## config.mk

```make
export PLATFORM = sky130hd
export DESIGN_NAME = bmhq_ctrl
export DESIGN_NICKNAME = d
export VERILOG_FILES = /design/src/design/bmhq_pkg.sv /design/src/design/bmhq_ctrl.sv
export SDC_FILE = /design/constraint.sdc
export NUM_CORES = 1
export LEC_CHECK = 0
export BUFFER_PORTS_ARGS = -buffer_cell sky130_fd_sc_hd__buf_2
export CAP_MARGIN = 20
export CELL_PAD_IN_SITES_DETAIL_PLACEMENT = 1
export CELL_PAD_IN_SITES_GLOBAL_PLACEMENT = 2
export CORE_ASPECT_RATIO = 0.5
export CORE_MARGIN = 10
export CORE_UTILIZATION = 37
export DETAILED_ROUTE_END_ITERATION = 6
export PLACE_DENSITY_LB_ADDON = 0.1
export SYNTH_ARGS = -nofsm -noshare
export SYNTH_HDL_FRONTEND = slang
export SYNTH_SLANG_ARGS = --single-unit
```

## constraint.sdc

```tcl
create_clock -name clk -period 12.9 [get_ports clk]
set_clock_uncertainty 0.05 [all_clocks]
set_input_delay 1.29 -clock clk [delete_from_list [all_inputs] [get_ports clk]]
set_output_delay 1.29 -clock clk [all_outputs]
set_load 0.03 [all_outputs]
```

## src/design/bmhq_pkg.sv

```systemverilog
// Shared codes for the binary min-heap queue.
package bmhq_pkg;

  localparam logic KIND_INSERT  = 1'b0;
  localparam logic KIND_EXTRACT = 1'b1;

  localparam logic [1:0] STATUS_OK    = 2'd0;
  localparam logic [1:0] STATUS_FULL  = 2'd1;
  localparam logic [1:0] STATUS_EMPTY = 2'd2;

endpackage

```

## src/design/bmhq_ctrl.sv

```systemverilog
// Sift sequencer: walks the heap in RAM one level at a time.
module bmhq_ctrl #(
  parameter int CAPACITY   = 1024,
  parameter int KEY_BITS   = 24,
  parameter int VALUE_BITS = 16,
  localparam int CW = $clog2(CAPACITY + 1),
  localparam int AW = $clog2(CAPACITY),
  localparam int EW = KEY_BITS + VALUE_BITS
) (
  input  logic                  clk,
  input  logic                  rst,
  input  logic                  in_valid,
  output logic                  in_stall,
  input  logic                  kind,
  input  logic [KEY_BITS-1:0]   item_key,
  input  logic [VALUE_BITS-1:0] item_value,
  output logic                  res_done,
  input  logic                  res_free,
  output logic [KEY_BITS-1:0]   res_key,
  output logic [VALUE_BITS-1:0] res_value,
  output logic [1:0]            res_status,
  output logic [CW-1:0]         res_fill,
  output logic                  we,
  output logic [AW-1:0]         waddr,
  output logic [EW-1:0]         wdata,
  output logic [AW-1:0]         raddr,
  input  logic [EW-1:0]         rdata
);
  import bmhq_pkg::*;

  localparam logic [3:0] S_IDLE    = 4'd0;
  localparam logic [3:0] S_UP      = 4'd1;
  localparam logic [3:0] S_UP_C    = 4'd2;
  localparam logic [3:0] S_EX_ROOT = 4'd3;
  localparam logic [3:0] S_EX_LAST = 4'd4;
  localparam logic [3:0] S_EX_CAP  = 4'd5;
  localparam logic [3:0] S_DN_L    = 4'd6;
  localparam logic [3:0] S_DN_R    = 4'd7;
  localparam logic [3:0] S_DN_C    = 4'd8;
  localparam logic [3:0] S_FIN     = 4'd9;

  logic [3:0]            state;
  logic [CW-1:0]         count;
  logic [CW-1:0]         pos;
  logic [KEY_BITS-1:0]   ent_key;
  logic [VALUE_BITS-1:0] ent_val;
  logic [KEY_BITS-1:0]   lft_key;
  logic [VALUE_BITS-1:0] lft_val;
  logic                  has_right;

  logic [CW:0]           left;
  logic [CW:0]           right;
  logic [KEY_BITS-1:0]   rkey;
  logic                  up_move;
  logic                  pick_left;
  logic                  pick_right;
  logic [KEY_BITS-1:0]   best_key;
  logic                  accept;

  function automatic logic [AW-1:0] slot_addr(input logic [CW:0] s);
    logic [CW:0] t;
    t = s - {{CW{1'b0}}, 1'b1};
    return t[AW-1:0];
  endfunction

  assign left       = {pos, 1'b0};
  assign right      = left + {{CW{1'b0}}, 1'b1};
  assign rkey       = rdata[EW-1:VALUE_BITS];
  assign up_move    = ent_key < rkey;
  assign pick_left  = lft_key < ent_key;
  assign best_key   = pick_left ? lft_key : ent_key;
  assign pick_right = has_right && (rkey < best_key);
  assign in_stall   = (state != S_IDLE);
  assign accept     = in_valid && !in_stall;
  assign res_fill   = count;
  assign res_done   = (state == S_FIN) && res_free;

  always_comb begin
    we    = 1'b0;
    waddr = slot_addr({1'b0, pos});
    wdata = {ent_key, ent_val};
    raddr = '0;
    case (state)
      S_UP: begin
        if (pos == CW'(1)) begin
          we = 1'b1;
        end else begin
          raddr = slot_addr({2'b00, pos[CW-1:1]});
        end
      end
      S_UP_C: begin
        we = 1'b1;
        if (up_move) begin
          wdata = rdata;
        end
      end
      S_EX_LAST: raddr = slot_addr({1'b0, count});
      S_DN_L: begin
        if (left > {1'b0, count}) begin
          we = 1'b1;
        end else begin
          raddr = slot_addr(left);
        end
      end
      S_DN_R: raddr = slot_addr(right);
      S_DN_C: begin
        we = 1'b1;
        if (pick_right) begin
          wdata = rdata;
        end else if (pick_left) begin
          wdata = {lft_key, lft_val};
        end
      end
      default: ;
    endcase
  end

  always_ff @(posedge clk) begin
    if (rst) begin
      state <= S_IDLE;
      count <= '0;
    end else begin
      case (state)
        S_IDLE: begin
          if (accept) begin
            res_key    <= '0;
            res_value  <= '0;
            res_status <= STATUS_OK;
            if (kind == KIND_INSERT) begin
              if (count == CW'(CAPACITY)) begin
                res_status <= STATUS_FULL;
                state      <= S_FIN;
              end else begin
                count   <= count + CW'(1);
                pos     <= count + CW'(1);
                ent_key <= item_key;
                ent_val <= item_value;
                state   <= S_UP;
              end
            end else if (count == '0) begin
              res_status <= STATUS_EMPTY;
              state      <= S_FIN;
            end else begin
              state <= S_EX_ROOT;
            end
          end
        end
        S_UP: state <= (pos == CW'(1)) ? S_FIN : S_UP_C;
        S_UP_C: begin
          if (up_move) begin
            pos   <= pos >> 1;
            state <= S_UP;
          end else begin
            state <= S_FIN;
          end
        end
        S_EX_ROOT: state <= S_EX_LAST;
        S_EX_LAST: begin
          res_key   <= rkey;
          res_value <= rdata[VALUE_BITS-1:0];
          state     <= S_EX_CAP;
        end
        S_EX_CAP: begin
          // take the last entry as the new root and drop one
          ent_key <= rkey;
          ent_val <= rdata[VALUE_BITS-1:0];
          count   <= count - CW'(1);
          pos     <= CW'(1);
          state   <= (count == CW'(1)) ? S_FIN : S_DN_L;
        end
        S_DN_L: state <= (left > {1'b0, count}) ? S_FIN : S_DN_R;
        S_DN_R: begin
          lft_key   <= rkey;
          lft_val   <= rdata[VALUE_BITS-1:0];
          has_right <= (right <= {1'b0, count});
          state     <= S_DN_C;
        end
        S_DN_C: begin
          if (pick_right) begin
            pos   <= right[CW-1:0];
            state <= S_DN_L;
          end else if (pick_left) begin
            pos   <= left[CW-1:0];
            state <= S_DN_L;
          end else begin
            state <= S_FIN;
          end
        end
        S_FIN: begin
          if (res_free) begin
            state <= S_IDLE;
          end
        end
        default: state <= S_IDLE;
      endcase
    end
  end

`ifndef SYNTHESIS
  a_count_bound: assert property (@(posedge clk) disable iff (rst)
    count <= CW'(CAPACITY))
    else $error("entry count above capacity");
  a_no_write_idle: assert property (@(posedge clk) disable iff (rst)
    (state == S_IDLE || state == S_FIN) |-> !we)
    else $error("RAM write outside a sift");
  a_accept_busy: assert property (@(posedge clk) disable iff (rst)
    accept |=> state != S_IDLE)
    else $error("request accepted but sequencer stayed idle");
`endif

endmodule

```

# Word-level counts from Yosys, hierarchy flattened

Index checks and enable logic that the tools add are counted.

Reductions and logical operators: 18
$add $sub $neg: 8
Eq/ne operators: 18
$lt $le $gt $ge: 5
Mux-type cells: 46
Bitwise logic cells: 1

Operators by type and width:

| cell                                               | count |
|---|---|
| 2-to-1 mux 24 bit                                  | 5 |
| 2-to-1 mux 40 bit                                  | 3 |
| one-hot mux 24 bit (2 select lines)                | 2 |
| one-hot mux 40 bit (2 select lines)                | 1 |
| less-than comparator 24 bit                        | 3 |
| 2-to-1 mux 11 bit                                  | 6 |
| 2-to-1 mux 16 bit                                  | 4 |
| one-hot mux 16 bit (2 select lines)                | 2 |
| subtractor 10 x 1 -> 10 bit, second input constant | 5 |
| 2-to-1 mux 4 bit                                   | 11 |
| one-hot mux 11 bit (4 select lines)                | 1 |
| one-hot mux 10 bit (4 select lines)                | 1 |
| one-hot mux 4 bit (10 select lines)                | 1 |
| == test 11 x 1 -> 1 bit, second input constant     | 2 |
| one-hot mux 11 bit (2 select lines)                | 1 |
| 2-to-1 mux 10 bit                                  | 2 |
| == test 4 x 3 -> 1 bit, second input constant      | 4 |
| adder 12 x 1 -> 12 bit, second input constant      | 1 |
| > comparator 12 x 11 -> 1 bit                      | 1 |
| less-or-equal comparator 12 x 11 -> 1 bit          | 1 |
| adder 11 x 1 -> 11 bit, second input constant      | 1 |
| == test 11 bit, second input constant              | 1 |
| zero test 11 bit                                   | 1 |
| subtractor 11 x 1 -> 11 bit, second input constant | 1 |
| other kinds (20)                                   | 35 |

Output and inout port bits: 116
Logic and storage cells: 107
Input port bits: 85
Flip-flop bits (word level): 149

# Longest topological paths before layout

Gate-level depths: netlist of run 1.

Word-level depth: 6
Gate-level depth with buffers: 21
Mapped depth without buffers: 18

# Worst setup path before layout of run 1

No wires, ideal clock.

Path type: input to register
Start: input rst
End: register res_key[0] (enable)
Library setup time: 0.552 ns
Arrival time: 5.662 ns
Buffers on the path: 1
Slack: 6.636 ns
Required time: 12.298 ns
Stages: 2
Path through: clkbuf_1 nor4b_1

Longest elaborated chain between the ends: 2

Ends and longest elaborated chain:

| item                          | RTL line         | source |
|---|---|---|
| start: declaration            | bmhq_ctrl.sv:11  | `input logic rst,` |
| NOT 1 bit (no line)           | n/a              |  |
| AND reduction 3 bit (no line) | n/a              |  |
| end signal: assignment        | bmhq_ctrl.sv:159 | `res_key <= rkey;` |
| end: declaration              | bmhq_ctrl.sv:19  | `output logic [KEY_BITS-1:0] res_key,` |

Every way passes these cells.
A chain may end at the register's enable or synchronous reset.

# Final worst setup path of run 1

Start: register ent_key[21]
End: output wdata[14]

Longest elaborated chain between the ends: 6
Elaborated cells on any way between the ends: 9

Ends and longest elaborated chain:

| item                                  | RTL line         | source |
|---|---|---|
| start: declaration                    | bmhq_ctrl.sv:45  | `logic [KEY_BITS-1:0] ent_key;` |
| start signal: assignment              | bmhq_ctrl.sv:136 | `ent_key <= item_key;` |
| start signal: assignment              | bmhq_ctrl.sv:165 | `ent_key <= rkey;` |
| less-than comparator 24 bit           | bmhq_ctrl.sv:70  | `assign pick_left = lft_key < ent_key;` |
| 2-to-1 mux 24 bit                     | bmhq_ctrl.sv:71  | `assign best_key = pick_left ? lft_key : ent_key;` |
| less-than comparator 24 bit           | bmhq_ctrl.sv:72  | `assign pick_right = has_right && (rkey < best_key);` |
| logical AND 1 bit                     | bmhq_ctrl.sv:72  |  |
| 2-to-1 mux 40 bit                     | bmhq_ctrl.sv:108 | `if (pick_right) begin` |
| one-hot mux 40 bit (2 select lines) * | bmhq_ctrl.sv:83  | `case (state)` |
| end: declaration                      | bmhq_ctrl.sv:25  | `output logic [EW-1:0] wdata,` |

Mark *: on every way between the ends. The rest lies on a longest branch, timed or not.

==> metrics list, run 1 <==
- The clock passes through at most 2 buffers.
* Design area: 11600 µm²
- Leading area contributor after synthesis: sky130_fd_sc_hd__edfxtp_1
* Synth warnings: 0
- The number of setup buffers added after CTS is 0.
- The share of total power dissipated in the clock network is 0.227.
- Synth Area in Compound Gates: 0.164
* Total Nets Final: approximately 1400
- Die outline area: ~33000 µm²
- Of the post-synthesis cell area, the part taken by muxes is 0.0250.
* TritonCTS Buffers: 17
* Post_cts resized: 0
* Post-synthesis share of cell area spent on full adders, half adders and majority gates: 0.113
- Across the run, the number of max-cap violations was 0.
- Measured along the x axis, the die boundary spans between 200 and 250 µm.
- IR analysis of the VDD net gives a maximum drop of about 0.00014 V.
* Dominant combinational cell family by area after synthesis: simple AND/OR/NAND/NOR gates
- The cell area that synthesis handed to floorplanning was between 9000 and 10000 µm².
- Of the total power, registers draw 0.299.
* Element type at the critical path end: output pin
- The number of nets in the synthesized netlist is 1182.
- Starting density of the core: 0.380
* Wire per inst: around 22 µm
* Number of hold violations in the final report: 0
- Required time of the critical path: 11.56 ns
- Final global-route overflow total: 0
* Via count: ~8500
- The share of the Yosys chip area taken by registers is 0.448.
* Share of total power consumed by net switching: 0.450
- Syn Inst Count: ~1000
- Number of vias per cell after detailed routing: roughly 5.5
- The analysis attributes to cell leakage a power of just over 0.005 µW.
- Worst setup path end: wdata[14]
* Category of the critical setup timing path: reg -> out
* Final-report max-slew violation count: 0
* Maximum fanout count along the critical path: 29
- Clock-pin slew was measured on the worst setup and hold paths at 0.06 ns.
- After global routing, the most crowded layer is met2.
* Clock insertion delay at the later pin of the skew report: approximately 0.45 ns
- Rel. slew slack: 0.311
* Data arrival at the endpoint of the critical path: ~7.2 ns
* R2r startpoint: ent_key[21]
* DRC violation count after routing: 0
- Root Buffer: sky130_fd_sc_hd__clkbuf_16
- For the pin with the worst max-slew slack, the measured transition is 1.03 ns.
- Ranked by instance count, the synthesized netlist is headed by sky130_fd_sc_hd__edfxtp_1 (134), sky130_fd_sc_hd__nand2_1 (127), sky130_fd_sc_hd__nor2_1 (121), sky130_fd_sc_hd__ha_1 (87).
- Of the post-synthesis cell area, the dominant cell type holds 0.417.
- The initial antenna violation count came to 0.
- For met2 alone, demand over resource in global routing was 0.368.
- RD Place Congestion: between 0.8 and 0.9
- Highest achievable clock rate: around 120 MHz
- Layout-stage area growth over the synthesis result: 20.3%
* Crit path launch: ent_key[21]
* Setup repair after global routing missed its margin: false
- First-pass GRT wire length: approximately 53 mm
- After synthesis, the netlist uses between 50 and 60 different library cells.
* Pin count of the biggest net entering global routing: 48
- Top post-synthesis cells by area: sky130_fd_sc_hd__edfxtp_1 (42%), sky130_fd_sc_hd__ha_1 (11%), sky130_fd_sc_hd__nand2_1 (4.9%)
- The number of global-route vias before repair is between 8000 and 9000.
- HP Class: reg -> reg
- Switching power summed over all nets: around 1100 µW
* Overall routing resource usage: 0.202
* R2R Setup Slk: 5.89 ns
- The worst setup path is launched from a flop.
- For this design the ratio of total power to cell area is between 200 and 250 nW/µm².
- Simple logic cell fraction of the synthesized area: 0.167
* Final clock period utilization by the worst path: 0.660
- Of the total synthesized cell area, the portion taken by XOR and XNOR cells is 0.0345.
* Number of enable flip-flop cells after synthesis: approximately 130
* Register bit count reported by yosys: 149
* Global Route met1 Usage: 0.240
- For this run, the leading register cell type out of synthesis is sky130_fd_sc_hd__edfxtp_1.
* Die outline height: around 130 µm
* CTS H-Tree Depth: 4
- The worst register-to-register path ends at pos[10].
* Standard-cell row count: just over 40
- Fraction of the core area covered by cells at the end of the flow: 0.457
* Total half-perimeter wirelength after legalization and detailed placement: around 25 mm
- Count of final setup violators: 0
- The worst path in the final design needs a cycle of around 8.5 ns, including I/O delays and setup.
* Total length of routed wires: 34.1 mm
- The worst register-to-register path has a depth of 20.
- The pre-antenna-repair detailed-routing pass consisted of 5 iterations.
- In this run the standard cell core region covers 25400 µm².
- In the final layout, the share of cells above drive strength 1 is 0.214.
- Counting flops with an async set or reset pin after synthesis yields a share of 0.
- The share of total power dissipated in combinational logic is 0.474.
- Buffers inserted to repair hold after CTS numbered 0.
- TritonCTS built the clock tree.
- Most frequent cell after synthesis: sky130_fd_sc_hd__edfxtp_1
- For this design, the sink count on the clock tree is 149.
- Post-detailed-placement cell area: ~11000 µm²
- P_int: approximately 1300 µW
- Antenna diode count: 0
- For this run, global-route usage on met3 was measured as 0.0365.
- The run finished with clean final reports.
- In this run the tool buffered the top-level ports with 200 buffer cells.
- In this run, the number of DRC markers left after iteration 0 of detailed routing was around 630.
- For this design the top-level I/O count stands at ~200.
- Dividing the synthesized area by the synthesized cell count gives about 9.6 µm².
- Once detail routing completed, the nets flagged for antenna violations numbered 0.
* Post-route setup TNS: 0 ns
==> routing by layer <==
metal,share of wire,up-vias
li1,-,4016
met1,0.43,4263
met2,0.52,152
met3,0.035,36
met4,0.015,0
met5,0,-
==> area by class of cell <==
type	instances	area, µm²
fill	2977	13800
multi-input combinational	738	4910
sequential	149	4320
timing repair buffer	213	1100
clock buffer	24	492
tap	344	430
inverter	65	244
clock inverter	8	121
==> per-stage QoR <==
step | hold slack (ns) | setup slack (ns) | total power, µW | instances
after floorplan | 0.607 | 6.64 | 1460 | 1010
after global placement | 0.505 | 5.11 | 1810 | 1509
after detailed placement | 0.531 | 4.83 | 1830 | 1509
after CTS | 0.541 | 4.32 | 2370 | 1541
after global routing | 0.582 | 3.85 | 2480 | 1541
final | 0.531 | 4.38 | 2350 | 1541
==> state kept, by name, summed over array words and instances, names as in the netlist, 2 cells and up <==
signal / flops
res_value: 16
lft_val: 16
pos: 11
ent_key: 24
lft_key: 24
ent_val: 16
res_fill: 11
state: 4
res_key: 24
res_status: 2
==> critical path, cell delays in order, from the launching register on <==
cell and delay, ns:
sky130_fd_sc_hd__edfxtp_1 0.40, sky130_fd_sc_hd__inv_1 0.07, sky130_fd_sc_hd__ha_1 0.31, sky130_fd_sc_hd__a21o_1 0.16, sky130_fd_sc_hd__a21o_1 0.17, sky130_fd_sc_hd__a221oi_1 0.31
sky130_fd_sc_hd__o211ai_1 0.24, sky130_fd_sc_hd__nor2_4 0.68, sky130_fd_sc_hd__buf_4 0.45, sky130_fd_sc_hd__mux2i_1 0.28, sky130_fd_sc_hd__ha_1 0.31, sky130_fd_sc_hd__a211o_1 0.29
sky130_fd_sc_hd__a221o_1 0.26, sky130_fd_sc_hd__a311oi_1 0.34, sky130_fd_sc_hd__nand2b_1 0.16, sky130_fd_sc_hd__a21boi_0 0.14, sky130_fd_sc_hd__a31oi_4 0.86, sky130_fd_sc_hd__buf_4 0.36
sky130_fd_sc_hd__o22ai_2 0.30, sky130_fd_sc_hd__a221o_1 0.41, sky130_fd_sc_hd__buf_2 0.18
==> power by group through the flow <==
stage,clock [µW],sequential (µW),combinational (µW)
after detailed placement,0,709,1120
after global routing,563,712,1200
after CTS,542,700,1130
after global placement,0,707,1100
after floorplan,0,725,733
final,532,702,1110
==> placed cells by master (no fill, tap or decap), drive strengths merged, types with 9 or more instances in the layout <==
master	instances
nand3	18
clkbuf	24
nand4	12
nor2b	9
mux2i	23
dfxtp	15
nor2	121
and2	17
nand2	127
inv	65
a21o	14
xor2	9
buf	213
ha	87
nor3	19
a22oi	9
a21oi	49
o21ai	65
xnor2	29
a221o	47
edfxtp	134
==> cell families after synthesis <==
logic type / Yosys count
AO/OA/AOI/OAI: 229
XOR/XNOR: 38
adder cells (fa/ha/maj): 87
buffers and inverters: 123
AND/OR/NAND/NOR: 360
flip-flops: 149
multiplexers: 24
==> how the worst min path moves through the flow <==
stage                            start      endpoint  slack (ns)  depth (start not counted)
final                     res_fill[10]  res_fill[10]        0.53                          2
after global routing      res_fill[10]  res_fill[10]        0.58                          2
after CTS                  res_fill[9]   res_fill[9]        0.54                          2
after detailed placement   res_fill[9]   res_fill[9]        0.53                          2
after global placement    res_fill[10]  res_fill[10]        0.50                          2
after floorplan            res_fill[3]   res_fill[3]        0.61                          2
Note: power is estimated with default switching activity, not from simulation.
==> run 2: changes to the inputs <==
- CORE_UTILIZATION: 37 -> 34
- clock period: 12.9 -> 8.8 ns (I/O delays scaled with it)
==> run 2 against run 1 <==
  * Sequential cell count unchanged
  * Cell count up 2.5%
  * Die area rose by 7.8%
==> metrics list, run 2 (same netlist as run 1, synthesis figures left out) <==
- Result of the run: finished, final reports clean
* Rel. slew slack: 0.308 (-0.00302)
- Starting density of the core: 0.347 (-0.0324)
- The pin count of the biggest net entering global routing is 79 (+65%).
- The latest clock arrival within the worst-skew pair came to 0.45 ns (about the same).
- Among all stages on the critical path, the largest delay is contributed by sky130_fd_sc_hd__or2_2.
- Fillcell total: 3248 (+9.1%)
* Registers with the most flip-flops: ent_key x24, lft_key x24, res_key x24
- Total Nets Final: 1356 (unchanged)
- HP Class: reg -> reg
* Overall routing resource usage: 0.190 (-0.0116)
- The number of global-route vias before repair is 9036 (+0.74%).
* Standard-cell row count: 43 (+4.9%)
- The longest individual stage delay on the worst path is 0.80 ns (-0.06 ns).
- The final worst-path setup slack was 1.58 ns (-2.80 ns).
* CTS sink cnt: 149 (unchanged)
* Core box area: 27800 µm² (+9.3%)
- Antenna diode count: 0 (unchanged)
- The count of unresolved DRC violations after routing came to 0 (unchanged).
- Worst Hold Depth: 2 (unchanged)
* First-pass GRT wire length: 53.5 mm (+0.70%)
* Share of layout cells above drive strength 1: 0.211 (-0.00251)
- Highest achievable clock rate: 139 MHz
- Critical Path Start Type: flop
* Count of hold-fix buffers inserted at cts: 0 (unchanged)
- PD cells: 295 nW/µm² (+46%)
- The number of design-rule violations left by the first detailed-router iteration is 495 (-22%).
- The maximum buffer depth of the clock tree was 2 (unchanged).
- The placer's final routability congestion estimate was 0.829 (-1.7%).
- The aggregate global routing overflow is 0 (unchanged).
- Wire per inst: 21.7 µm (-2.0%)
- The data required time of the critical path is 7.87 ns (-3.69 ns).
* Initial antenna violation count: 0 (unchanged)
- Data arrival at the endpoint of the critical path: 6.29 ns (-0.89 ns)
* Total length of routed wires: 34.2 mm (+0.44%)
- Largest vdd supply drop: 0.000172 V (+22%)
- Die outline area: 36000 µm² (+7.8%)
- The number of gates resized after CTS was 0 (unchanged).
- The accumulated negative setup slack came to 0 ns (unchanged).
- The count of port buffers added during placement was 200 (unchanged).
* Root Buffer: sky130_fd_sc_hd__clkbuf_16
- The final antenna-violating net count came to 0 (unchanged).
- Setup repair after global routing left no endpoint under its margin.
* CTS H-Tree Depth: 4 (unchanged)
- The share of the core filled with cells in the final layout was 0.419 (-0.0374).
- Leakage power: 0.00511 µW (-0.28%)
- The height of the die was 139 µm (+3.7%).
- Element type at the critical path end: output pin
- Setup repair bufs after CTS: 0 (unchanged)
* CTS tree: yes
* Total half-perimeter wirelength after legalization and detailed placement: 25.5 mm (+1.3%)
* R2R Setup Slk: 2.49 ns (-3.40 ns)
* Max-cap violations: 0 (unchanged)
- Number of vias per cell after detailed routing: 5.31 (-3.4%)
- The area growth from synthesis to layout is 20.8%.
- The total of endpoints with negative setup slack in the final report was 0 (unchanged).
* Final-report max-slew violation count: 0 (unchanged)
- The top cell types in the final layout, fill and taps aside, are sky130_fd_sc_hd__buf_2 (200), sky130_fd_sc_hd__edfxtp_1 (134), sky130_fd_sc_hd__nand2_1 (127).
- Period minus WS final: between 7 and 8 ns
- The iteration count of the initial detailed-routing pass came to 5 (unchanged).
- The detailed-route via count came to 8380 (-1.0%).
- The depth of the most critical reg-to-reg path was 21 (+5.0%).
* I/O pin cnt: 201 (unchanged)
- Maximum fanout count along the critical path: 40 (+38%)
* TritonCTS Buffers: 17 (unchanged)
- Final clock period utilization by the worst path: 0.820
* Clock edge transition at the registers on the reported setup and hold paths: 0.06 ns (about the same)
- Commonest non-fill, non-tap cell in the layout: sky130_fd_sc_hd__buf_2
- Worst-Margin Slew: 1.03 ns (-0.00340 ns)
- Die X-Extent: 258 µm (+4.0%)
- Category of the critical setup timing path: reg -> out
- The post-place setup slack came to 2.04 ns (-2.79 ns).
- Number of hold violations in the final report: 0 (unchanged)
* Critical path, cell by cell: inv_1 -> ha_1 -> a21o_1 -> a21o_1 -> a221oi_1 -> o211ai_1 -> nor2_4 -> buf_4 -> mux2i_1 -> ha_1 -> nand3_1 -> nor2_1 -> a221o_1 -> a311oi_1 -> o31ai_1 -> a21oi_1 -> or2_2 -> a221o_1 -> buf_2
run 2: worst paths after layout:
path / startpoint / to
max: ent_key[21] / wdata[3]
min: res_fill[10] / res_fill[10]
max reg2reg: ent_key[21] / pos[8]
min reg2reg: res_fill[10] / res_fill[10]
run 2: final cells by class:
type	instances	area [µm²]	area share
inverters	65	244	0.0209
flip-flops and latches	149	4320	0.371
multi-input cells	738	4920	0.422
repair buffers	213	1100	0.0942
clock inverters	12	160	0.0137
clock buffers	20	437	0.0374
well taps	382	478	0.0410
run 2: metal layers:
| metal | GRT usage | share of wire |
|---|---|---|
| met1 | 0.235 | 0.45 |
| met5 | 0 | 0 |
| met2 | 0.334 | 0.50 |
| met3 | 0.0367 | 0.033 |
| met4 | 0.0474 | 0.014 |
run 2: through the flow:
| stage | total power, µW | area, µm² | std cells | hold slack [ns] |
|---|---|---|---|---|
| after global routing | 3640 | 11700 | 1579 | 0.574 |
| final | 3440 | 11700 | 1579 | 0.534 |
| after floorplan | 2140 | 9660 | 1010 | 0.607 |
| after CTS | 3480 | 11700 | 1579 | 0.528 |
| after detailed placement | 2690 | 11100 | 1547 | 0.514 |
| after global placement | 2660 | 11100 | 1547 | 0.504 |
run 2: critical path: cells and delay by family, from the launching register on:
family                   cells  cell delay [ns]
AO/OA/AOI/OAI                9             2.19
AND/OR/NAND/NOR              4             1.57
buffers and inverters        3             0.76
adder cells (fa/ha/maj)      2             0.60
flip-flops                   1             0.40
multiplexers                 1             0.29
run 2: power breakdown:
part / switching, µW / total [µW] / internal (µW)
Clock: 307 / 776 / 469
Combinational: 1120 / 1630 / 507
Sequential: 125 / 1030 / 908
Total: 1550 / 3440 / 1880
